===== src/rtl/core/ring_sector_remapper_unit_defines.svh =====
// Assertion helpers shared by the remapper modules.
`ifndef RING_SECTOR_REMAPPER_UNIT_DEFINES_SVH
`define RING_SECTOR_REMAPPER_UNIT_DEFINES_SVH

// Same-cycle implication, checked at every rising edge outside reset.
`define RSR_ASSERT_IMP(label, clk, rst, ante, cons) \
   label: assert property (@(posedge clk) disable iff (rst) (ante) |-> (cons)) \
      else $error("%m: same-cycle check failed");

// Next-cycle implication, checked at every rising edge outside reset.
`define RSR_ASSERT_NEXT(label, clk, rst, ante, cons) \
   label: assert property (@(posedge clk) disable iff (rst) (ante) |=> (cons)) \
      else $error("%m: next-cycle check failed");

`endif


===== src/rtl/core/rsr_pkg.sv =====
`timescale 1ns / 1ps

package rsr_pkg;

   // Sector arithmetic width; registers and sector fields follow it.
   localparam int SECTOR_BITS = 48;
   localparam int CNT_W       = 24;
   localparam int STAT_W      = 64;
   localparam int MAP_W       = SECTOR_BITS + 1;

   // Serial modulo operand: offset plus count needs one bit of headroom.
   localparam int MOD_W       = SECTOR_BITS + 1;
   localparam int MOD_STEP_W  = $clog2(MOD_W + 1);
   localparam logic [MOD_STEP_W-1:0] MOD_STEPS = MOD_STEP_W'(MOD_W);

   // Configuration register indexes.
   localparam int CSR_IDX_W = 2;
   localparam logic [CSR_IDX_W-1:0] CSR_PHYS_START  = 2'd0;
   localparam logic [CSR_IDX_W-1:0] CSR_RING_CAP    = 2'd1;
   localparam logic [CSR_IDX_W-1:0] CSR_TARGET_BEGIN = 2'd2;
   localparam logic [CSR_IDX_W-1:0] CSR_ENABLED     = 2'd3;

   // Request kinds and response status codes.
   localparam logic KIND_MAP      = 1'b0;
   localparam logic KIND_CLEAR    = 1'b1;
   localparam logic STATUS_OK     = 1'b0;
   localparam logic STATUS_REJECT = 1'b1;

   // Update command from the sequencer to the statistics registers.
   typedef struct packed {
      logic                   clear;
      logic                   add_read;
      logic                   add_write;
      logic [CNT_W-1:0]       count;
      logic [SECTOR_BITS-1:0] pos;
   } rsr_upd_type;

endpackage


===== src/rtl/core/rsr_serial_mod.sv =====
`timescale 1ns / 1ps
`include "ring_sector_remapper_unit_defines.svh"

// Bit-serial restoring modulo: one dividend bit enters the remainder per cycle.
module rsr_serial_mod (
   input  logic                             clock,
   input  logic                             reset,
   input  logic                             start,
   input  logic [rsr_pkg::MOD_W-1:0]        operand,
   input  logic [rsr_pkg::SECTOR_BITS-1:0]  divisor,
   output logic                             busy,
   output logic                             done,
   output logic [rsr_pkg::SECTOR_BITS-1:0]  result
);
   import rsr_pkg::*;

   logic [MOD_W-1:0]       dvd_ff, dvd_in;
   logic [SECTOR_BITS-1:0] rem_ff, rem_in;
   logic [SECTOR_BITS-1:0] div_ff, div_in;
   logic [MOD_STEP_W-1:0]  step_ff, step_in;
   logic                   done_ff, done_in;

   logic [SECTOR_BITS:0]   trial;
   logic [SECTOR_BITS:0]   diff;
   logic                   fits;

   // One restoring step: shift in the next bit, subtract if it fits.
   always_comb begin
      trial = {rem_ff, dvd_ff[MOD_W-1]};
      diff  = trial - {1'b0, div_ff};
      fits  = trial >= {1'b0, div_ff};
   end

   always_comb begin
      dvd_in  = dvd_ff;
      rem_in  = rem_ff;
      div_in  = div_ff;
      step_in = step_ff;
      done_in = 1'b0;
      if (start) begin
         dvd_in  = operand;
         rem_in  = '0;
         div_in  = divisor;
         step_in = MOD_STEPS;
      end else if (step_ff != '0) begin
         dvd_in  = {dvd_ff[MOD_W-2:0], 1'b0};
         rem_in  = fits ? diff[SECTOR_BITS-1:0] : trial[SECTOR_BITS-1:0];
         step_in = step_ff - MOD_STEP_W'(1);
         done_in = (step_ff == MOD_STEP_W'(1));
      end
   end

   // Control state
   always_ff @(posedge clock) begin
      if (reset) begin
         step_ff <= '0;
         done_ff <= 1'b0;
      end else begin
         step_ff <= step_in;
         done_ff <= done_in;
      end
   end

   // Datapath shift registers
   always_ff @(posedge clock) begin
      dvd_ff <= dvd_in;
      rem_ff <= rem_in;
      div_ff <= div_in;
   end

   assign busy   = step_ff != '0;
   assign done   = done_ff;
   assign result = rem_ff;

   `RSR_ASSERT_IMP(a_rem_below_div, clock, reset, done_ff, rem_ff < div_ff)
   `RSR_ASSERT_IMP(a_no_restart, clock, reset, start, step_ff == '0)
   `RSR_ASSERT_IMP(a_done_idle, clock, reset, done_ff, step_ff == '0)

endmodule


===== src/rtl/core/rsr_state_regs.sv =====
`timescale 1ns / 1ps

// Write position and wrapping statistics counters.
module rsr_state_regs (
   input  logic                             clock,
   input  logic                             reset,
   input  rsr_pkg::rsr_upd_type             upd,
   output logic [rsr_pkg::SECTOR_BITS-1:0]  position,
   output logic [rsr_pkg::STAT_W-1:0]       wr_total,
   output logic [rsr_pkg::STAT_W-1:0]       rd_total,
   output logic [rsr_pkg::STAT_W-1:0]       sector_total
);
   import rsr_pkg::*;

   logic [SECTOR_BITS-1:0] pos_ff, pos_in;
   logic [STAT_W-1:0]      wr_ff, wr_in;
   logic [STAT_W-1:0]      rd_ff, rd_in;
   logic [STAT_W-1:0]      sec_ff, sec_in;

   // Clear wins; otherwise one read or one write update per beat
   always_comb begin
      pos_in = pos_ff;
      wr_in  = wr_ff;
      rd_in  = rd_ff;
      sec_in = sec_ff;
      priority if (upd.clear) begin
         pos_in = '0;
         wr_in  = '0;
         rd_in  = '0;
         sec_in = '0;
      end else if (upd.add_write) begin
         pos_in = upd.pos;
         wr_in  = wr_ff + STAT_W'(1);
         sec_in = sec_ff + STAT_W'(upd.count);
      end else if (upd.add_read) begin
         rd_in  = rd_ff + STAT_W'(1);
      end else begin
         // no update: hold
      end
   end

   always_ff @(posedge clock) begin
      if (reset) begin
         pos_ff <= '0;
         wr_ff  <= '0;
         rd_ff  <= '0;
         sec_ff <= '0;
      end else begin
         pos_ff <= pos_in;
         wr_ff  <= wr_in;
         rd_ff  <= rd_in;
         sec_ff <= sec_in;
      end
   end

   assign position     = pos_ff;
   assign wr_total     = wr_ff;
   assign rd_total     = rd_ff;
   assign sector_total = sec_ff;

endmodule


===== src/rtl/core/ring_sector_remapper_unit.sv =====
// A clear or rejected beat goes straight to the response register; a read map first
// takes one modulo pass and a write map two (offset, then wrap) in the shared
// bit-serial divider. One beat is in flight; the next request can be taken in the
// cycle after the response register loads, even while it stalls. Reset (synchronous,
// active high) clears the position, counters and control, and sets capacity to 1
// and enabled to 1.
`timescale 1ns / 1ps
`include "ring_sector_remapper_unit_defines.svh"

module ring_sector_remapper_unit (
   input  logic                             clock,
   input  logic                             reset,
   // configuration
   input  logic                             csr_write_en,
   input  logic [rsr_pkg::CSR_IDX_W-1:0]    csr_index,
   input  logic [rsr_pkg::SECTOR_BITS-1:0]  csr_write_data,
   // request channel
   input  logic                             req_valid,
   output logic                             req_stall,
   input  logic                             req_kind,
   input  logic [rsr_pkg::SECTOR_BITS-1:0]  req_logical_sector,
   input  logic [rsr_pkg::CNT_W-1:0]        req_sector_count,
   input  logic                             req_is_write,
   // response channel
   output logic                             rsp_valid,
   input  logic                             rsp_stall,
   output logic                             rsp_status,
   output logic [rsr_pkg::MAP_W-1:0]        rsp_mapped_sector,
   output logic [rsr_pkg::SECTOR_BITS-1:0]  rsp_write_position,
   output logic [rsr_pkg::STAT_W-1:0]       rsp_write_count,
   output logic [rsr_pkg::STAT_W-1:0]       rsp_read_count,
   output logic [rsr_pkg::STAT_W-1:0]       rsp_sectors_written
);
   import rsr_pkg::*;

   localparam logic [1:0] S_IDLE = 2'd0;
   localparam logic [1:0] S_MAP  = 2'd1;
   localparam logic [1:0] S_WRAP = 2'd2;
   localparam logic [1:0] S_DONE = 2'd3;

   // configuration registers
   logic [SECTOR_BITS-1:0] phys_ff, cap_ff, target_ff;
   logic                   enabled_ff;

   // sequencer
   logic [1:0]             state_ff, state_in;
   logic [CNT_W-1:0]       count_ff, count_in;
   logic                   is_write_ff, is_write_in;
   logic                   status_ff, status_in;
   logic [MAP_W-1:0]       mapped_ff, mapped_in;

   // response register
   logic                   rsp_valid_ff, rsp_valid_in;
   logic                   rsp_status_ff;
   logic [MAP_W-1:0]       rsp_mapped_ff;
   logic [SECTOR_BITS-1:0] rsp_pos_ff;
   logic [STAT_W-1:0]      rsp_wr_ff, rsp_rd_ff, rsp_sec_ff;

   logic                   req_accept;
   logic                   rsp_free;
   logic                   rsp_load;
   logic                   rsp_reject;

   logic                   mod_start;
   logic [MOD_W-1:0]       mod_operand;
   logic [SECTOR_BITS-1:0] mod_divisor;
   logic                   mod_busy;
   logic                   mod_done;
   logic [SECTOR_BITS-1:0] mod_result;

   rsr_upd_type            upd;
   logic [SECTOR_BITS-1:0] st_pos;
   logic [STAT_W-1:0]      st_wr, st_rd, st_sec;

   // Configuration writes
   always_ff @(posedge clock) begin
      if (reset) begin
         phys_ff    <= '0;
         cap_ff     <= SECTOR_BITS'(1);
         target_ff  <= '0;
         enabled_ff <= 1'b1;
      end else if (csr_write_en) begin
         unique case (csr_index)
            CSR_PHYS_START:   phys_ff    <= csr_write_data;
            CSR_RING_CAP:     cap_ff     <= csr_write_data;
            CSR_TARGET_BEGIN: target_ff  <= csr_write_data;
            CSR_ENABLED:      enabled_ff <= csr_write_data[0];
         endcase
      end
   end

   assign req_stall   = state_ff != S_IDLE;
   assign req_accept  = req_valid && !req_stall;
   assign rsp_free    = !rsp_valid_ff || !rsp_stall;
   assign rsp_load    = (state_ff == S_DONE) && rsp_free;
   assign rsp_reject  = rsp_valid_ff && (rsp_status_ff == STATUS_REJECT);
   // zero capacity acts as one
   assign mod_divisor = (cap_ff == '0) ? SECTOR_BITS'(1) : cap_ff;

   // Sequencer: offset pass, then wrap pass for writes; clears and rejects skip both
   always_comb begin
      state_in    = state_ff;
      count_in    = count_ff;
      is_write_in = is_write_ff;
      status_in   = status_ff;
      mapped_in   = mapped_ff;
      mod_start   = 1'b0;
      mod_operand = {1'b0, req_logical_sector - target_ff};
      upd         = '0;
      unique case (state_ff)
         S_IDLE: begin
            if (req_accept) begin
               count_in    = req_sector_count;
               is_write_in = req_is_write;
               status_in   = STATUS_OK;
               mapped_in   = '0;
               priority if (!enabled_ff) begin
                  status_in = STATUS_REJECT;
                  state_in  = S_DONE;
               end else if (req_kind == KIND_CLEAR) begin
                  upd.clear = 1'b1;
                  state_in  = S_DONE;
               end else begin
                  mod_start = 1'b1;
                  state_in  = S_MAP;
               end
            end
         end
         S_MAP: begin
            if (mod_done) begin
               mapped_in = {1'b0, phys_ff} + {1'b0, mod_result};
               if (is_write_ff) begin
                  mod_operand = {1'b0, mod_result} + MOD_W'(count_ff);
                  mod_start   = 1'b1;
                  state_in    = S_WRAP;
               end else begin
                  upd.add_read = 1'b1;
                  state_in     = S_DONE;
               end
            end
         end
         S_WRAP: begin
            if (mod_done) begin
               upd.add_write = 1'b1;
               upd.count     = count_ff;
               upd.pos       = mod_result;
               state_in      = S_DONE;
            end
         end
         S_DONE: begin
            if (rsp_free) begin
               state_in = S_IDLE;
            end
         end
      endcase
   end

   always_ff @(posedge clock) begin
      if (reset) begin
         state_ff <= S_IDLE;
      end else begin
         state_ff <= state_in;
      end
   end

   always_ff @(posedge clock) begin
      count_ff    <= count_in;
      is_write_ff <= is_write_in;
      status_ff   <= status_in;
      mapped_ff   <= mapped_in;
   end

   rsr_serial_mod u_mod (
      .clock   (clock),
      .reset   (reset),
      .start   (mod_start),
      .operand (mod_operand),
      .divisor (mod_divisor),
      .busy    (mod_busy),
      .done    (mod_done),
      .result  (mod_result)
   );

   rsr_state_regs u_state (
      .clock        (clock),
      .reset        (reset),
      .upd          (upd),
      .position     (st_pos),
      .wr_total     (st_wr),
      .rd_total     (st_rd),
      .sector_total (st_sec)
   );

   // Response register: holds its beat while stalled
   always_comb begin
      rsp_valid_in = rsp_valid_ff;
      if (rsp_load) begin
         rsp_valid_in = 1'b1;
      end else if (!rsp_stall) begin
         rsp_valid_in = 1'b0;
      end
   end

   always_ff @(posedge clock) begin
      if (reset) begin
         rsp_valid_ff <= 1'b0;
      end else begin
         rsp_valid_ff <= rsp_valid_in;
      end
   end

   always_ff @(posedge clock) begin
      if (rsp_load) begin
         rsp_status_ff <= status_ff;
         rsp_mapped_ff <= mapped_ff;
         rsp_pos_ff    <= st_pos;
         rsp_wr_ff     <= st_wr;
         rsp_rd_ff     <= st_rd;
         rsp_sec_ff    <= st_sec;
      end
   end

   assign rsp_valid           = rsp_valid_ff;
   assign rsp_status          = rsp_status_ff;
   assign rsp_mapped_sector   = rsp_mapped_ff;
   assign rsp_write_position  = rsp_pos_ff;
   assign rsp_write_count     = rsp_wr_ff;
   assign rsp_read_count      = rsp_rd_ff;
   assign rsp_sectors_written = rsp_sec_ff;

   `RSR_ASSERT_NEXT(a_accept_leaves_idle, clock, reset, req_accept, state_ff != S_IDLE)
   `RSR_ASSERT_IMP(a_reject_no_map, clock, reset, rsp_reject, rsp_mapped_ff == '0)
   `RSR_ASSERT_IMP(a_done_in_pass, clock, reset, mod_done, state_ff == S_MAP || state_ff == S_WRAP)
   `RSR_ASSERT_IMP(a_idle_div_free, clock, reset, state_ff == S_IDLE, !mod_busy)

endmodule

===== config.mk =====
export PLATFORM = sky130hd
export DESIGN_NAME = ring_sector_remapper_unit
export DESIGN_NICKNAME = d
export VERILOG_FILES = /design/src/rtl/core/rsr_pkg.sv /design/src/rtl/core/rsr_serial_mod.sv /design/src/rtl/core/rsr_state_regs.sv /design/src/rtl/core/ring_sector_remapper_unit.sv
export VERILOG_INCLUDE_DIRS = /design/src /design/src/rtl/core
export SDC_FILE = /design/constraint.sdc
export NUM_CORES = 2
export LEC_CHECK = 0
export CAP_MARGIN = 20
export CORE_UTILIZATION = 25
export DETAILED_ROUTE_END_ITERATION = 7
export DONT_BUFFER_PORTS = 1
export SLEW_MARGIN = 30
export SYNTH_ARGS = -nofsm -noshare
export SYNTH_HDL_FRONTEND = slang
export SYNTH_SLANG_ARGS = --single-unit
export TNS_END_PERCENT = 5

===== constraint.sdc =====
create_clock -name clock -period 33.1 [get_ports clock]
set_input_delay 6.62 -clock clock [delete_from_list [all_inputs] [get_ports clock]]
set_output_delay 6.62 -clock clock [all_outputs]
set_load 0.1 [all_outputs]

Word-level counts from Yosys, hierarchy flattened
Index checks and enable logic that the tools add are counted.
{"block": "op_classes", "eq_ne": 12, "reduce_logical": 24, "n_bitwise": 2, "n_addsub": 8, "n_mux": 37, "n_lt_le_gt_ge": 1}
{"operator": "$mux W49", "n": 7}
{"operator": "$mux W73", "n": 2}
{"operator": "$add A64 B1 Y64 const B", "n": 2}
{"operator": "$pmux W49 S2", "n": 1}
{"operator": "$sub A48 B48 Y48", "n": 2}
{"operator": "$add A64 B24 Y64", "n": 1}
{"operator": "$add A48 B24 Y49", "n": 1}
{"operator": "$add A48 B48 Y49", "n": 1}
{"operator": "$ge A49 B48 Y1", "n": 1}
{"operator": "$logic_not A48 Y1", "n": 1}
{"operator": "$mux W48", "n": 1}
{"operator": "$mux W1", "n": 16}
{"operator": "$mux W2", "n": 6}
{"operator": "$mux W6", "n": 2}
{"operator": "$reduce_and A2 Y1", "n": 6}
{"operator": "$eq A2 B2 Y1 const B", "n": 4}
{"operator": "$pmux W2 S4", "n": 1}
{"operator": "$eq A6 B1 Y1 const B", "n": 1}
{"operator": "$ne A2 B1 Y1 const B", "n": 3}
{"operator": "$reduce_bool A2 Y1", "n": 3}
{"operator": "$reduce_bool A6 Y1", "n": 1}
{"operator": "$sub A6 B1 Y6 const B", "n": 1}
{"operator": "$eq A2 B1 Y1 const B", "n": 2}
{"operator": "$logic_not A2 Y1", "n": 2}
{"operator": "10 further kinds", "n": 16}
{"block": "totals", "in_bits": 129, "ff_bits": 905, "out_inout_bits": 292}

Longest topological paths before layout
{"block": "depth", "word_depth": 6, "ltp_mapped": 18}

Cells and area by module
Synthesis repeated with hierarchy kept, for this count alone.
{"block": "unflattened", "cells_unflattened": 4636, "area_unflattened_um2": 45324.7}
{"module": "ring_sector_remapper_unit", "cells_per_inst": 2369, "area_per_inst_um2": 24890.1, "seq_area_each_um2": 13923.4, "n_inst": 1}
{"module": "rsr_state_regs", "cells_per_inst": 1360, "area_per_inst_um2": 11574.9, "seq_area_each_um2": 4804.6, "n_inst": 1}
{"module": "rsr_serial_mod", "cells_per_inst": 907, "area_per_inst_um2": 8859.7, "seq_area_each_um2": 4013.8, "n_inst": 1}

Worst setup path before layout
Ideal clock, no wire load.
{"block": "synth_timing", "path_kind": "in2reg", "start": "in rsp_stall", "end": "reg rsp_mapped_ff[0], in the netlist rsp_mapped_sector[0] (enable)", "setup_slack_ns": 4.244, "path_buffers": 0, "cell_stages": 1, "t_arrival_ns": 27.475, "path_cell_list": "a21boi_0"}
{"block": "synth_between", "elab_chain_len": 3}
{"item": "start: declaration", "line": "ring_sector_remapper_unit.sv:26", "source": "input logic rsp_stall,"}
{"item": "$logic_not A1 Y1"}
{"item": "$logic_or A1 B1 Y1", "line": "ring_sector_remapper_unit.sv:94", "source": "assign rsp_free = !rsp_valid_ff || !rsp_stall;"}
{"item": "$logic_and A1 B1 Y1", "line": "ring_sector_remapper_unit.sv:95", "source": "assign rsp_load = (state_ff == S_DONE) && rsp_free;"}
{"item": "end signal: assignment", "line": "ring_sector_remapper_unit.sv:215", "source": "rsp_mapped_ff <= mapped_ff;"}
{"item": "end: declaration", "line": "ring_sector_remapper_unit.sv:55", "source": "logic [MAP_W-1:0] rsp_mapped_ff;"}
Every way passes these cells.
A chain may end at the register's enable or synchronous reset.

Final worst setup path
{"block": "layout_timing", "start": "in req_valid", "end": "reg u_mod.dvd_ff[5] (enable)"}
{"block": "layout_between", "elab_chain_len": 4}
{"item": "start: declaration", "line": "ring_sector_remapper_unit.sv:18", "source": "input logic req_valid,"}
{"item": "$logic_and A1 B1 Y1", "line": "ring_sector_remapper_unit.sv:93", "source": "assign req_accept = req_valid && !req_stall;"}
{"item": "$mux W1", "line": "ring_sector_remapper_unit.sv:112", "source": "if (req_accept) begin"}
{"item": "$pmux W1 S2", "line": "ring_sector_remapper_unit.sv:110", "source": "unique case (state_ff)"}
{"item": "$reduce_bool A2 Y1 (no source line)"}
{"item": "end signal: assignment", "line": "rsr_serial_mod.sv:66", "source": "dvd_ff <= dvd_in;"}
{"item": "end: declaration", "line": "rsr_serial_mod.sv:17", "source": "logic [MOD_W-1:0] dvd_ff, dvd_in;"}
Every way passes these cells.

==> results.yml <==
timing:
  slew_headroom_pct: 31.1
  hold_slack_ps: 410
  rsz0062_at_grt: "no"
  max_freq_ghz: 0.103
  setup_slack_ps: 23400
  tightest_slew_ps: 1040
  maxSlewViolCount: 0
  fin_crit_sh_pct: 29.3
  clock_skew_ps: 65.9
  finalHoldViolations: 0
  setup_tns_ps: 0
  fin_crit_ps: 9700
  setup_violations: 0
cts:
  postCtsHoldBufs: 0
  cts_max_level: 3
  cts_sinks: 905
  cts.clk_slew.worst_paths_ps: 70
  cts_made_buffers: 101
  post_cts.repair.setup_buffers: 0
  cts_tree: "built"
  clockBufferDepth: 3
  cts_resized: 0
  clk-insertion-delay-late_ps: 760
  root_buffer: "clkbuf_16"
grt:
  grt_max_degree: 158
  use_met3_pct: 3.14
  grt_busiest_layer: "met2"
  globalRouteOverflowTotal: 0
  gr-usage-met1_pct: 17.3
  grt_pass1_wl_um: 204000
  met2_usage_pct: 28.2
  grt_pass1_vias: 30700
  grt_usage_pct: 15.5
  antenna_found_initial: 39
die:
  ioPinCount: 421
  rows: 152
  dieHeight_um: 420
  coreArea_mm2: 0.172
  start_util_pct: 25.3
  dieArea_mm2: 0.176
  die_w_um: 420
cells_and_area:
  area_delta_synth_final_pct: 17.1
  final_common_cell: "nand2_1"
  design_area_mm2: 0.0511
  drive_above_1_share_pct: 7.43
  mostFrequentLayoutCells: "nand2_1, a21oi_1, edfxtp_1, dfxtp_1, nor2_1"
  nets: 4755
setup_path:
  worstPathMaxFanout: 58
  r2r-start: "u_mod.result[6]$_SDFFE_PP0N_"
  rrSetupSlack_ps: 28460
  rr_endpoint: "mapped_ff[45]$_SDFFCE_PN0P_"
  critPathLaunchType: "primary input"
  reg2reg_depth: 11
  cp.arrival_ps: 10060
  crit_required_ps: 33460
  critPathKind: "in2reg"
  cp-end-kind: "flip-flop"
run_status:
  status: "finished, final reports clean"
synth:
  ys_seq_area_share_pct: 52.2
  synth_area_mm2: 0.0436
  ys.flop_type: "edfxtp_1"
  synth.distinct_cells: 92
  syn_area_per_cell_um2: 9.77
  syn_nets: 4793
  synth-seq-cells: 905
  synth_edf_count: 462
  ys_async_sr_fraction_pct: 0
  synth-warning-count: 0
  syn-instance-count: 4460
pwr:
  vdd_drop_max_mv: 0.0455
  p_sw_uw: 1680
  pwr-share-clk_pct: 28.0
  p_leak_uw: 0.0185
  p_total_uw: 4260
  p_per_area_mw_per_mm2: 83.4
  sw_frac_of_total_pct: 39.4
  seq_power_share_pct: 41.5
  p_int_uw: 2580
  p_comb_share_pct: 30.4
route:
  vias: 32700
  dr.pass1.iters: 6
  wire_per_inst_um: 20.6
  drt-total-wl_um: 141000
  drc: 0
  avgViaCountPerCell: 4.79
  ant_nets: 0
  drt_iter0_drc: 2334
job:
  drv_cap: 0
placement:
  placed_cell_area_mm2: 0.0474
  port_buffers: 0
  gp_congestion: 0.890
  dp_hpwl_um: 107000
  dp_slack_ps: 22670
hold_path:
  whs_endpoint: "rsp_mapped_sector[10]$_DFFE_PP_"
  hold_path_class: "reg2reg"
  hold-path-cell-count: 0
  hold_start: "mapped_ff[10]$_SDFFCE_PN0P_"
-- power by group through the flow --
stage          combinational (uW)  sequential, uW  clock (uW)
3_3_place_gp                 1180            1840           0
6_report                     1300            1770        1190
5_1_grt                      1420            1780        1270
3_5_place_dp                 1280            1800           0
4_1_cts                      1290            1770        1220
2_1_floorplan                 900            1780           0
-- state kept, by name, summed over array words and instances, names as in the netlist, 2 cells and up --
| name | cells |
|---|---|
| u_mod.div_ff | 48 |
| state_ff | 2 |
| u_mod.dvd_ff | 49 |
| phys_ff | 48 |
| u_state.wr_total | 64 |
| cap_ff | 48 |
| rsp_write_position | 48 |
| rsp_mapped_sector | 49 |
| mapped_ff | 49 |
| target_ff | 48 |
| rsp_write_count | 64 |
| u_state.position | 48 |
| u_mod.step_ff | 6 |
| u_mod.result | 48 |
| rsp_read_count | 64 |
| rsp_sectors_written | 64 |
| u_state.rd_total | 64 |
| u_state.sector_total | 64 |
| count_ff | 24 |
-- layer usage --
metal	wire, um	part of all wire, %	up-vias
met3	7850	5.6	236
met4	5850	4.1	8
met1	54100	38	15800
li1	-	-	15800
met2	73100	52	939
met5	67	0.048	-
-- critical path, cell delays in order --
cell	delay, ps
and2_2	600
and2_1	780
nor2_2	40
buf_4	320
inv_2	90
buf_4	590
nor2_1	230
clkinv_1	80
buf_4	560
-- cells by family after synthesis --
logic type,synth area share (%)
xor+xnor,6.39
fa+ha+maj,5.94
buf+inv,3.62
flops,52.2
simple gates,16.2
mux,1.27
compound gates,14.4
-- cell type report --
| type | instances | area (um2) |
|---|---|---|
| timing repair buffer | 102 | 1830 |
| clock inverter | 62 | 800 |
| inverter | 165 | 619 |
| multi-input combinational | 3147 | 19300 |
| antenna | 17 | 42.5 |
| sequential | 905 | 22700 |
| tap | 2310 | 2890 |
| fill | 17900 | 121000 |
| clock buffer | 129 | 2780 |
-- stage by stage --
| step | std cells | utilization, % |
|---|---|---|
| final | 6837 | 29.6 |
| after global routing | 6834 | 29.6 |
| after CTS | 6819 | 29.6 |
| after detailed placement | 6628 | 27.5 |
| after global placement | 6576 | 26.7 |
| after floorplan | 4460 | - |
-- Yosys cell counts (all sizes together) (8+ instances only) --
cell type,instances,area [um2]
nand2,660,2480
a21oi,522,2620
edfxtp,462,13900
dfxtp,443,8870
nor2,321,1210
clkbuf,219,822
ha,199,2490
o21ai,194,971
xnor2,175,1530
inv,165,619
xor2,143,1250
nand3,106,536
a21o,99,743
and3,81,507
nand4,68,425
mux2i,51,510
a211oi,42,338
nor3,42,243
or3,41,257
nor4,35,219
a31oi,32,215
and2,29,181
nand2b,28,175
nor2b,28,175
buf,24,138
o21a,20,150
o31ai,20,155
and4,19,166
o21bai,19,143
a31o,15,131
nor3b,13,103
nor4b,13,141
o211ai,12,95.1
or2,11,68.8
a211o,8,70.1
a22oi,8,60.1
-- worst max-delay path by stage --
stage / from / endpoint
2_1_floorplan: rsp_stall / rsp_mapped_sector[0]$_DFFE_PP_
3_3_place_gp: req_valid / u_mod.dvd_ff[12]$_DFFE_PP_
3_5_place_dp: req_valid / u_mod.dvd_ff[13]$_DFFE_PP_
4_1_cts: req_valid / u_mod.dvd_ff[17]$_DFFE_PP_
5_1_grt: req_valid / u_mod.dvd_ff[5]$_DFFE_PP_
6_report: req_valid / u_mod.dvd_ff[5]$_DFFE_PP_
(Power assumes the default switching activity.)
